[config.mk]
export PLATFORM = sky130hd
export DESIGN_NAME = pwcg_queue
export DESIGN_NICKNAME = d
export VERILOG_FILES = /design/src/hw/rtl/pwcg_pkg.sv /design/src/hw/rtl/pwcg_queue.sv
export VERILOG_INCLUDE_DIRS = /design/src /design/src/hw/rtl
export SDC_FILE = /design/constraint.sdc
export NUM_CORES = 1
export LEC_CHECK = 0
export BUFFER_PORTS_ARGS = -buffer_cell sky130_fd_sc_hd__buf_2
export CORE_MARGIN = 3
export CORE_UTILIZATION = 47
export CTS_CLUSTER_SIZE = 20
export DETAILED_ROUTE_END_ITERATION = 12
export GPL_ROUTABILITY_DRIVEN = 1
export GPL_TIMING_DRIVEN = 0
export PLACE_DENSITY = 0.85
export SYNTH_ARGS = -nofsm -noshare
export SYNTH_HDL_FRONTEND = slang
export SYNTH_SLANG_ARGS = --single-unit
[constraint.sdc]
create_clock -name clk -period 5.2 [get_ports clk]
set_input_delay 1.04 -clock clk [delete_from_list [all_inputs] [get_ports clk]]
set_output_delay 1.04 -clock clk [all_outputs]
set_load 0.05 [all_outputs]
[src/hw/rtl/polynomial_warp_coordinate_gen_core_macros.svh]
// assertion macros shared by the warp coordinate generator rtl
`ifndef POLYNOMIAL_WARP_COORDINATE_GEN_CORE_MACROS_SVH
`define POLYNOMIAL_WARP_COORDINATE_GEN_CORE_MACROS_SVH

// same-cycle implication, checked out of reset
`define PWCG_ASSERT_NOW(lbl, ante, cons) \
	lbl: assert property (@(posedge clk) disable iff (!arst_n) (ante) |-> (cons)) \
		else $error("pwcg assertion failed");

// next-cycle implication, checked out of reset
`define PWCG_ASSERT_NEXT(lbl, ante, cons) \
	lbl: assert property (@(posedge clk) disable iff (!arst_n) (ante) |=> (cons)) \
		else $error("pwcg assertion failed");

`endif

[src/hw/rtl/pwcg_pkg.sv]
// shared types, constants and helpers of the warp coordinate generator
`default_nettype none
package pwcg_pkg;

	localparam int MAX_ORDER = 3;
	localparam int COORD_BITS = 12;
	localparam int PIX_W = 12;
	localparam int CW = (COORD_BITS < PIX_W) ? COORD_BITS : PIX_W;
	localparam int MAX_POW = 3;
	localparam int TERM_CNT = 10;
	localparam int NUM_AXES = 2;
	localparam int IDX_W = 4;
	localparam int COEFF_W = 64;
	localparam int HALF_W = 32;
	localparam int MONO_W = MAX_POW * CW;
	localparam int LO_W = HALF_W + MONO_W;
	localparam int HI_W = HALF_W + 1 + MONO_W;
	localparam int PROD_W = COEFF_W + MONO_W;
	localparam int ACC_W = PROD_W + 4;
	localparam int OUT_W = 32;
	localparam int FRAC_SHIFT = 32;
	localparam int ORD_W = 2;
	localparam int QUEUE_DEPTH = 2;
	localparam int QPTR_W = $clog2(QUEUE_DEPTH);
	localparam int QCNT_W = $clog2(QUEUE_DEPTH + 1);

	localparam logic [ORD_W-1:0] ORDER_RESET = ORD_W'(1);
	localparam logic OP_LOAD = 1'b0;
	localparam logic [ACC_W-1:0] ROUND_HALF = ACC_W'(1) << (FRAC_SHIFT - 1);
	localparam logic [OUT_W-1:0] SAT_MIN = {1'b1, {(OUT_W-1){1'b0}}};
	localparam logic [OUT_W-1:0] SAT_MAX = {1'b0, {(OUT_W-1){1'b1}}};

	typedef enum logic {
		KIND_LOAD,
		KIND_PIXEL
	} kind_t;

	typedef struct packed {
		kind_t kind;
		logic [ORD_W-1:0] ord;
		logic axis;
		logic [IDX_W-1:0] idx;
		logic [COEFF_W-1:0] value;
		logic [CW-1:0] x;
		logic [CW-1:0] y;
	} item_t;

	typedef struct packed {
		logic full;
		logic empty;
	} qstat_t;

	typedef struct packed {
		logic used;
		logic [1:0] px;
		logic [1:0] py;
	} term_t;

	// effective order: zero acts as one, above the maximum acts as the maximum
	function automatic logic [ORD_W-1:0] clamp_order(input logic [ORD_W-1:0] ord);
		logic [ORD_W-1:0] r;
		r = ord;
		if (ord == '0) r = ORD_W'(1);
		if (int'(ord) > MAX_ORDER) r = ORD_W'(MAX_ORDER);
		return r;
	endfunction

	// powers of x and y for term k, x power outer and y power inner
	function automatic term_t term_map(input logic [ORD_W-1:0] ord, input logic [IDX_W-1:0] k);
		term_t t;
		logic [IDX_W-1:0] n;
		t = '0;
		n = '0;
		for (int i = 0; i <= MAX_POW; i++) begin
			for (int j = 0; j <= MAX_POW; j++) begin
				if ((i + j) <= int'(ord)) begin
					if (n == k) begin
						t.used = 1'b1;
						t.px = 2'(i);
						t.py = 2'(j);
					end
					n = n + IDX_W'(1);
				end
			end
		end
		return t;
	endfunction

endpackage
`default_nettype wire

[src/hw/rtl/pwcg_queue.sv]
// short request queue between front end and evaluation pipeline
`default_nettype none
`include "polynomial_warp_coordinate_gen_core_macros.svh"
module pwcg_queue (
	input  wire logic clk,
	input  wire logic arst_n,
	input  wire logic push,
	input  wire pwcg_pkg::item_t item_in,
	input  wire logic pop,
	output pwcg_pkg::item_t item_out,
	output pwcg_pkg::qstat_t qstat
);

	pwcg_pkg::item_t mem_q [pwcg_pkg::QUEUE_DEPTH];
	logic [pwcg_pkg::QPTR_W-1:0] wr_ptr_q;
	logic [pwcg_pkg::QPTR_W-1:0] rd_ptr_q;
	logic [pwcg_pkg::QCNT_W-1:0] cnt_q;

	// storage, pointers wrap at the power-of-two depth
	always_ff @(posedge clk) begin
		if (push) begin
			mem_q[wr_ptr_q] <= item_in;
		end
	end

	always_ff @(posedge clk or negedge arst_n) begin
		if (!arst_n) begin
			wr_ptr_q <= '0;
			rd_ptr_q <= '0;
			cnt_q <= '0;
		end else begin
			if (push) wr_ptr_q <= wr_ptr_q + pwcg_pkg::QPTR_W'(1);
			if (pop) rd_ptr_q <= rd_ptr_q + pwcg_pkg::QPTR_W'(1);
			if (push && !pop) cnt_q <= cnt_q + pwcg_pkg::QCNT_W'(1);
			else if (pop && !push) cnt_q <= cnt_q - pwcg_pkg::QCNT_W'(1);
		end
	end

	assign item_out = mem_q[rd_ptr_q];
	assign qstat.full = (cnt_q == pwcg_pkg::QCNT_W'(pwcg_pkg::QUEUE_DEPTH));
	assign qstat.empty = (cnt_q == '0);

	`PWCG_ASSERT_NOW(a_no_push_full, push, !qstat.full)
	`PWCG_ASSERT_NOW(a_no_pop_empty, pop, !qstat.empty)

endmodule
`default_nettype wire

==> results.yml <==
drt:
  route.detailed.vias_per_inst: 5.00
  drt_wl_total_um: 12700
  wl_per_cell_um: 17.3
  dr.pass1.iters: 5
  post-route-drc-count: 0
  number_of_routed_nets_with_antenna_violations: 0
  dr.first_iter.drc_count: 187
  routed-via-count: 3657
layout:
  share_of_final_layout_standard_cells_stronger_than_drive_strength_1_pct: 61.5
  n_antenna_cell: 0
  layout.cells.non_filler: 732
  seq_area_um2: 5870
  fillers: 1049
  synthToLayoutAreaGrowth_pct: 25.7
  multi_input_area_um2: 1290
  layout.nets: 636
  finish.utilization_pct: 61.4
critical_path:
  worst_setup_path_category: "register to output port"
  cp-end-kind: "output port"
  critical_path.startpoint_type: "register"
  cp_max_fo: 10
  arrival_ns: 1.79
  cp_data_required_time_ns: 4.16
clock_tree:
  post_cts.resized_instances: 0
  numCtsBuffers: 17
  tritoncts: "done"
  cts.repair_timing.setup_buffer_count: 0
  clock-sinks: 196
  insertion_delay_ns: 0.42
  cts_root_buffer: "clkbuf_16"
  clock_tree.htree_level_count: 4
  cts_clock_pin_slew_for_the_worst_setup_and_hold_paths_ns: 0.06
  cts.path.max_buffers: 2
  holdBufCountCts: 0
yosys:
  synth_seq_cells: 196
  netlist_instances: 315
  synthesized_area_um2: 7230
  synth.top_cell.area_share_pct: 79.7
  share_of_synthesized_registers_carrying_an_async_set_or_reset_pct: 2.04
  synth.avg_cell_area_um2: 23.0
  ys_dominant_reg_cell: "edfxtp_1"
  synth.lib_cells_used.distinct: 13
  ys_top_cells_by_area: "edfxtp_1 (80%), mux2_2 (10%), mux2_4 (6.2%), dfrtp_1 (1.4%), buf_6 (0.78%)"
  syn-num-nets: 416
  synthDominantAreaCellType: "edfxtp_1"
  synth_most_common_cell: "edfxtp_1"
  sequential_fraction_of_the_synthesis_area_pct: 81.1
  yosysWarnings: 0
  synth_enable_flop_cells: 192
  most_numerous_cell_types_in_the_synthesized_netlist: "edfxtp_1 (192), mux2_2 (66), mux2_4 (30)"
sta:
  rsz0062_at_grt: "no"
  fin_skew_ns: 0.00577
  clock.fmax_ghz: 0.354
  setup-violations-final: 0
  final.setup.worst_slack_ns: 2.37
  final.period_utilization_pct: 54.4
  timing_hold_violations_final: 0
  slew_headroom_pct: 56.2
  timing.setup.tns_ns: 0
  final-max-slew-violation-count: 0
  period_needed_ns: 2.83
  tightestPinTransition_ns: 0.656
placement:
  place_congestion: 0.695
  place.detailed.hpwl_um: 9140
  io_buffers: 197
  place_worst_setup_slack_ns: 2.61
  dpl.cell_count: 700
floorplanning:
  die-height_um: 130
  core-area_um2: 14800
  floorplan.die.width_um: 130
  ioPinCount: 198
  floorplan.initialDensity_pct: 48.8
  die_area_um2: 16900
  row_count: 44
power:
  total_leakage_power_nw: 3.54
  overall_power_consumption_mw: 5.84
  max-vdd-ir-drop_mv: 0.394
  power-per-cell-area_nw_per_um2: 643
global_routing:
  grt_start_max_net_pins: 52
  global_route.overflow_total: 0
  grt_pass1_wl_um: 19400
  vias_in_the_first_global_route: 3956
  total_routing_resource_utilization_after_global_routing_pct: 15.3
  antenna_found_initial: 0
job:
  max_cap_viol_count: 0
outcome:
  run_status: "complete, no violations"
worst_hold_path:
  hold_path.class: "primary input to asynchronous set/reset pin"
layout make-up:
type	instances	share of cell area (%)
Buffer	11	0.949
Clock inverter	14	1.22
Multi-Input combinational cell	107	14.1
Sequential cell	196	64.5
Tap cell	184	2.53
Inverter	1	0.0413
Timing Repair Buffer	201	11.9
Clock buffer	18	4.72
logic make-up (layout without fill, tap and decap cells):
family | after synthesis | after routing | share of synthesized area (%)
adders and majority gates | 1 | 1 | 0.173
DFF | 196 | 196 | 81.1
and+or+nand+nor | 5 | 5 | 0.363
muxes | 96 | 96 | 16.5
xor gates and xnor gates | 5 | 5 | 0.606
buffers and inverters | 12 | 245 | 1.25
sequential cells by signal, indices dropped and copies added, names as in the netlist:
signal,flops
rd_ptr_q,1
cnt_q,2
mem_q,192
wr_ptr_q,1
path summary, 6_finish.rpt:
| check | start | to | slack [ns] | cells after the start |
|---|---|---|---|---|
| max in group asynchronous | arst_n | cnt_q[1] | 4.67 | 1 |
| worst max-delay path | rd_ptr_q | item_out[59] | 2.37 | 5 |
| worst min-delay path | arst_n | wr_ptr_q | 0.41 | 1 |
| worst min register to register | cnt_q[1] | cnt_q[1] | 0.51 | 1 |
| min in group clk | cnt_q[1] | cnt_q[1] | 0.51 | 1 |
| worst max register to register | wr_ptr_q | mem_q[0][68] | 3.41 | 3 |
layout by cell type, fill, tap and decap left out, drive strengths merged:
| cell | synthesis | layout |
|---|---|---|
| and2 | 1 | 1 |
| buf | 11 | 212 |
| bufinv | 0 | 1 |
| clkbuf | 0 | 18 |
| clkinv | 0 | 10 |
| clkinvlp | 0 | 1 |
| dfrtp | 4 | 4 |
| edfxtp | 192 | 192 |
| ha | 1 | 1 |
| inv | 1 | 3 |
| mux2 | 96 | 96 |
| nor2 | 2 | 2 |
| nor2b | 2 | 2 |
| xnor2 | 1 | 1 |
| xor2 | 4 | 4 |
worst max-delay path: stages, from the launching register on:
cell,delay (ns)
dfrtp_1,0.34
buf_6,0.13
buf_6,0.17
buf_6,0.19
mux2_4,0.32
buf_2,0.21
per-layer routing:
layer  routed length (um)  vias up  track usage (%)
li1                     -     1685                -
met1                 4940     1805             16.9
met2                 6560      142             26.3
met3                  876       25             5.77
met4                  303        0             6.72
met5                    0        -                0
report_power, final:
| part | internal (mW) | switching [mW] | total, mW |
|---|---|---|---|
| combinational | 0.745 | 1.74 | 2.48 |
| sequential | 2.09 | 0.0777 | 2.17 |
| clock | 0.655 | 0.534 | 1.19 |
per-stage QoR:
step           area (um^2)  hold slack (ns)
4_1_cts               9090            0.387
3_3_place_gp          8450            0.475
3_5_place_dp          8550            0.487
5_1_grt               9090            0.389
2_1_floorplan         7230            0.456
6_report              9090            0.409
No activity file was read; power rests on OpenSTA's default activity.
