## config.mk

```make
export PLATFORM = sky130hd
export DESIGN_NAME = pwcg_front
export DESIGN_NICKNAME = d
export VERILOG_FILES = /design/src/hw/rtl/polynomial_warp_coordinate_gen_core_macros.svh /design/src/hw/rtl/pwcg_pkg.sv /design/src/hw/rtl/pwcg_front.sv
export SDC_FILE = /design/constraint.sdc
export NUM_CORES = 1
export LEC_CHECK = 0
export BUFFER_PORTS_ARGS = -buffer_cell sky130_fd_sc_hd__buf_4
export CORE_AREA = 2 2 77 79
export CTS_CLUSTER_DIAMETER = 50
export DETAILED_ROUTE_END_ITERATION = 12
export DIE_AREA = 0 0 79 81
export PLACE_DENSITY_LB_ADDON = 0.12
export SETUP_SLACK_MARGIN = 0.05
export SYNTH_ARGS = -nofsm -noshare
export SYNTH_HDL_FRONTEND = slang
export SYNTH_SLANG_ARGS = --single-unit
```

## constraint.sdc

```tcl
create_clock -name clk -period 1.79 [get_ports clk]
set_input_delay 0.0895 -clock clk [delete_from_list [all_inputs] [get_ports clk]]
set_output_delay 0.0895 -clock clk [all_outputs]
set_load 0.01 [all_outputs]
```

## src/hw/rtl/polynomial_warp_coordinate_gen_core_macros.svh

```systemverilog
// assertion macros shared by the warp coordinate generator rtl
`ifndef POLYNOMIAL_WARP_COORDINATE_GEN_CORE_MACROS_SVH
`define POLYNOMIAL_WARP_COORDINATE_GEN_CORE_MACROS_SVH

// same-cycle implication, checked out of reset
`define PWCG_ASSERT_NOW(lbl, ante, cons) \
	lbl: assert property (@(posedge clk) disable iff (!arst_n) (ante) |-> (cons)) \
		else $error("pwcg assertion failed");

// next-cycle implication, checked out of reset
`define PWCG_ASSERT_NEXT(lbl, ante, cons) \
	lbl: assert property (@(posedge clk) disable iff (!arst_n) (ante) |=> (cons)) \
		else $error("pwcg assertion failed");

`endif

```

## src/hw/rtl/pwcg_pkg.sv

```systemverilog
// shared types, constants and helpers of the warp coordinate generator
`default_nettype none
package pwcg_pkg;

	localparam int MAX_ORDER = 3;
	localparam int COORD_BITS = 12;
	localparam int PIX_W = 12;
	localparam int CW = (COORD_BITS < PIX_W) ? COORD_BITS : PIX_W;
	localparam int MAX_POW = 3;
	localparam int TERM_CNT = 10;
	localparam int NUM_AXES = 2;
	localparam int IDX_W = 4;
	localparam int COEFF_W = 64;
	localparam int HALF_W = 32;
	localparam int MONO_W = MAX_POW * CW;
	localparam int LO_W = HALF_W + MONO_W;
	localparam int HI_W = HALF_W + 1 + MONO_W;
	localparam int PROD_W = COEFF_W + MONO_W;
	localparam int ACC_W = PROD_W + 4;
	localparam int OUT_W = 32;
	localparam int FRAC_SHIFT = 32;
	localparam int ORD_W = 2;
	localparam int QUEUE_DEPTH = 2;
	localparam int QPTR_W = $clog2(QUEUE_DEPTH);
	localparam int QCNT_W = $clog2(QUEUE_DEPTH + 1);

	localparam logic [ORD_W-1:0] ORDER_RESET = ORD_W'(1);
	localparam logic OP_LOAD = 1'b0;
	localparam logic [ACC_W-1:0] ROUND_HALF = ACC_W'(1) << (FRAC_SHIFT - 1);
	localparam logic [OUT_W-1:0] SAT_MIN = {1'b1, {(OUT_W-1){1'b0}}};
	localparam logic [OUT_W-1:0] SAT_MAX = {1'b0, {(OUT_W-1){1'b1}}};

	typedef enum logic {
		KIND_LOAD,
		KIND_PIXEL
	} kind_t;

	typedef struct packed {
		kind_t kind;
		logic [ORD_W-1:0] ord;
		logic axis;
		logic [IDX_W-1:0] idx;
		logic [COEFF_W-1:0] value;
		logic [CW-1:0] x;
		logic [CW-1:0] y;
	} item_t;

	typedef struct packed {
		logic full;
		logic empty;
	} qstat_t;

	typedef struct packed {
		logic used;
		logic [1:0] px;
		logic [1:0] py;
	} term_t;

	// effective order: zero acts as one, above the maximum acts as the maximum
	function automatic logic [ORD_W-1:0] clamp_order(input logic [ORD_W-1:0] ord);
		logic [ORD_W-1:0] r;
		r = ord;
		if (ord == '0) r = ORD_W'(1);
		if (int'(ord) > MAX_ORDER) r = ORD_W'(MAX_ORDER);
		return r;
	endfunction

	// powers of x and y for term k, x power outer and y power inner
	function automatic term_t term_map(input logic [ORD_W-1:0] ord, input logic [IDX_W-1:0] k);
		term_t t;
		logic [IDX_W-1:0] n;
		t = '0;
		n = '0;
		for (int i = 0; i <= MAX_POW; i++) begin
			for (int j = 0; j <= MAX_POW; j++) begin
				if ((i + j) <= int'(ord)) begin
					if (n == k) begin
						t.used = 1'b1;
						t.px = 2'(i);
						t.py = 2'(j);
					end
					n = n + IDX_W'(1);
				end
			end
		end
		return t;
	endfunction

endpackage
`default_nettype wire

```

## src/hw/rtl/pwcg_front.sv

```systemverilog
// front end: order register, request classification and queue push
`default_nettype none
module pwcg_front (
	input  wire logic clk,
	input  wire logic arst_n,
	input  wire logic cfg_we,
	input  wire logic [pwcg_pkg::ORD_W-1:0] cfg_wdata,
	input  wire logic in_valid,
	output logic in_stall,
	input  wire logic op,
	input  wire logic coeff_axis,
	input  wire logic [pwcg_pkg::IDX_W-1:0] coeff_index,
	input  wire logic [pwcg_pkg::COEFF_W-1:0] coeff_value,
	input  wire logic [pwcg_pkg::PIX_W-1:0] pixel_col,
	input  wire logic [pwcg_pkg::PIX_W-1:0] pixel_row,
	input  wire pwcg_pkg::qstat_t qstat,
	output logic push,
	output pwcg_pkg::item_t item
);

	logic [pwcg_pkg::ORD_W-1:0] poly_order_q;
	logic keep;

	// order register
	always_ff @(posedge clk or negedge arst_n) begin
		if (!arst_n) begin
			poly_order_q <= pwcg_pkg::ORDER_RESET;
		end else if (cfg_we) begin
			poly_order_q <= cfg_wdata;
		end
	end

	// classify: loads past the table are dropped here
	always_comb begin
		item.kind = (op == pwcg_pkg::OP_LOAD) ? pwcg_pkg::KIND_LOAD : pwcg_pkg::KIND_PIXEL;
		item.ord = pwcg_pkg::clamp_order(poly_order_q);
		item.axis = coeff_axis;
		item.idx = coeff_index;
		item.value = coeff_value;
		item.x = pixel_col[pwcg_pkg::CW-1:0];
		item.y = pixel_row[pwcg_pkg::CW-1:0];
		keep = (item.kind == pwcg_pkg::KIND_PIXEL) ||
			(int'(coeff_index) < pwcg_pkg::TERM_CNT);
	end

	assign in_stall = qstat.full;
	assign push = in_valid && !in_stall && keep;

endmodule
`default_nettype wire

```

==> results by group <==
Status
  • Status: complete, no violations

Pwr
  • Cell area power density: slightly below 800 nW/um2
  • Worst-case vdd ir drop: 0.0003323 V
  • Leakage dissipation: ~0.16 nW
  • Power after layout: 0.2972 mW

Min path
  • HP Start: cfg_wdata[1]
  • Worst min-delay path category: in2reg
  • Hold worst-path end: poly_order_q[1]$_DFFE_PN0P_
  • Cell depth of the worst min-delay path: 2

Critical path
  • RR Startpoint: poly_order_q[1]$_DFFE_PN0P_
  • Slowest CP cell: dfstp_2
  • Crit path max fanout: 2
  • Worst reg-to-reg setup slack: 1.02 ns
  • Critical path class: reg2out
  • Sequence of cells on the critical path: nand2b_1 -> buf_4
  • Critical path endpoint category: output pin
  • Sort of element at the start of the critical path: register
  • Worst stage delay on the critical path: roughly 0.51 ns
  • Endpoint required time on the critical path: approximately 1.7 ns
  • Cell depth of the worst flop-to-flop path: 1
  • Data arrival time of the critical path: ~0.93 ns
  • Critical R2R Capture: poly_order_q[1]$_DFFE_PN0P_

Floorplan
  • Number of placement rows: 28
  • Placeable Area: approximately 5700 um2
  • Floorplan die width: roughly 79 um
  • Starting density of the core: 0.1442
  • DIE HEIGHT: 81 um
  • Number of top-level pins: 200
  • Floorplan die area: 6399 um2

Layout
  • Max reg flops: 2
  • Final Net Count: between 100 and 150
  • Share of final-layout standard cells stronger than drive strength 1: 0.7500
  • Final design area excluding fillers: about 390 um2
  • Regs by FF count: poly_order_q (2)
  • Fill cell total of the finished layout: 685
  • Largest register by flop count: poly_order_q
  • Fin util: 0.06790
  • Area Overhead vs Synth: -52.91%
  • Commonest non-fill, non-tap cell in the layout: buf_4
  • Commonest cells after routing, fill and taps aside: 18 x buf_4, 3 x clkbuf_8, 2 x inv_1, 2 x mux2_2
  • Diode count: 0

STA
  • Tcrit/Tclk final: 0.5700
  • Count of final max-slew check failures: 0
  • RSZ-0062 raised after global routing: no
  • Max-slew headroom at the worst pin: 0.9292
  • Peak Freq: about 1 GHz
  • Number of endpoints failing setup at the final stage: 0
  • Transition time of the tightest slew-check pin: 0.1061 ns
  • Final WS setup: just under 0.8 ns
  • Post-route setup TNS: 0 ns
  • Clock period minus final worst setup slack: between 1 and 1.5 ns
  • Count of endpoints failing hold in the final timing report: 0
  • Post-route clock skew: 0 ns

GRT
  • Tot GR Track Use: 0.05110
  • Initial antenna violation count: 0
  • Overall overflow remaining after global route: 0
  • Largest net degree at the start of global routing: 4
  • Vias in the first global route: approximately 330
  • Wire length of the first global-routing pass: approximately 2300 um

Synthesis
  • Cell count after synthesis: around 110
  • Post-synth cell types: 9
  • Number of nets produced by synthesis: 207
  • Multiplexer share of the synthesized area: 0.02752
  • Compound-cell area share of the yosys netlist: 0.01223
  • Fraction of synthesized cell area in xor and xnor cells: 0
  • Combinational family with the most area after synthesis: buffers and inverters
  • Synthesized area divided by synthesized cell count: between 7 and 8 um2
  • Share of the yosys chip area belonging to registers: 0.06269
  • Flop and latch count out of synthesis: 2
  • Simple-gate area share of the yosys netlist: 0.01223
  • Yosys warnings: 0
  • Synth Area in Adders: 0
  • Cell Area, Synth: ~820 um2

Clocking
  • Clock-pin slew of the registers on the worst-case setup and hold paths: approximately 0.03 ns
  • Number of levels in the clock H-tree: 1
  • Clock network latency to the later pin of the worst-skew pair: around 0.21 ns
  • Root Buffer Master: clkbuf_8
  • TritonCTS clock tree: yes
  • Clock Sinks: 2
  • Maximum number of buffers from clock root to sink: 2
  • CTS Buf Count: 3
  • Buffers inserted during post-CTS setup optimization: 0

Detailed routing
  • Detailed-route via count: a little under 300
  • WL final: slightly below 2000 um
  • Number of DRC violations after detailed routing: 0
  • Antenna-violating nets left: 0
  • Number of iterations in the first detailed-routing pass: 2
  • Per-cell via count in the routed design: 2.748
  • DRC marker count from the first detailed-route iteration: 1
  • Final routed wire length divided by cell count: approximately 18 um

Placed design
  • Routability Congestion: 0.5724
  • Number of buffer cells added on primary ports: 18
  • Post-detailed-placement cell area: approximately 330 um2
  • Dpl ws: slightly below 1 ns

Job
  • Max-cap viol count: 0
[cell usage after synthesis]
library cell	n	area (um2)
nor2_1	1	3.750
mux2_2	2	22.52
dfstp_2	1	26.28
inv_1	2	7.510
clkbuf_1	1	3.750
nand2b_1	1	6.260
dfrtp_1	1	25.02
o311a_1	1	10.01
buf_4	95	713.2
[cell type report]
class                           count  area [um2]  area share
Clock buffer                        4       45.04      0.1169
Inverter                            2       7.507     0.01948
Multi-Input combinational cell      5       42.54      0.1104
Sequential cell                     2       51.30      0.1331
Tap cell                           75       93.84      0.2435
Timing Repair Buffer               19       145.1      0.3766
[how the worst max path moves through the flow]
stage                                            from                           to  slack [ns]  cells after the start
after global routing      poly_order_q[0]$_DFFE_PN1P_                     item[93]        0.73                      2
after detailed placement  poly_order_q[0]$_DFFE_PN1P_                     item[93]        0.99                      2
after CTS                 poly_order_q[0]$_DFFE_PN1P_                     item[93]        0.76                      2
final                     poly_order_q[0]$_DFFE_PN1P_                     item[93]        0.77                      2
after floorplan           poly_order_q[1]$_DFFE_PN0P_  poly_order_q[1]$_DFFE_PN0P_        1.06                      1
after global placement    poly_order_q[0]$_DFFE_PN1P_                     item[93]        0.99                      2
[cell families (layout without fill, tap and decap cells)]
| kind of cell | count (synthesis) | after routing |
|---|---|---|
| and+or+nand+nor | 2 | 2 |
| muxes | 2 | 2 |
| buffers and inverters | 98 | 25 |
| DFF | 2 | 2 |
| AOI/OAI and AO/OA | 1 | 1 |
[critical path: cells and delay by family, from the launching register on]
family                 cells  cell delay (ns)
DFF                        1             0.51
and+or+nand+nor            1             0.10
buffers and inverters      1             0.12
[power by group]
part,leakage [nW],switching (mW),total [mW],internal (mW)
registers,0.0222,0.00297,0.0548,0.0518
logic,0.118,0.0199,0.0555,0.0356
clock network,0.0228,0.0359,0.187,0.151
total,0.163,0.0588,0.297,0.238
[what timing repair did]
item,CTS,global route
gates resized for setup,0,0
hold buffers,1,0
hold endpoints to repair,2,0
[per-layer routing]
layer	global-route usage	vias up	routed length (um)
met5	0	-	0
met4	0.1052	0	338
met3	0.06556	42	588
met2	0.06271	83	748
met1	0.01660	94	250
li1	-	75	-
[stage by stage]
step | hold slack, ns | instances
floorplan | -0.2061 | 105
global placement | -0.1228 | 102
detailed placement | -0.1218 | 102
CTS | 0.1083 | 107
global route | 0.1186 | 107
finish | 0.1124 | 107
Power figures use the tool's default switching activity.
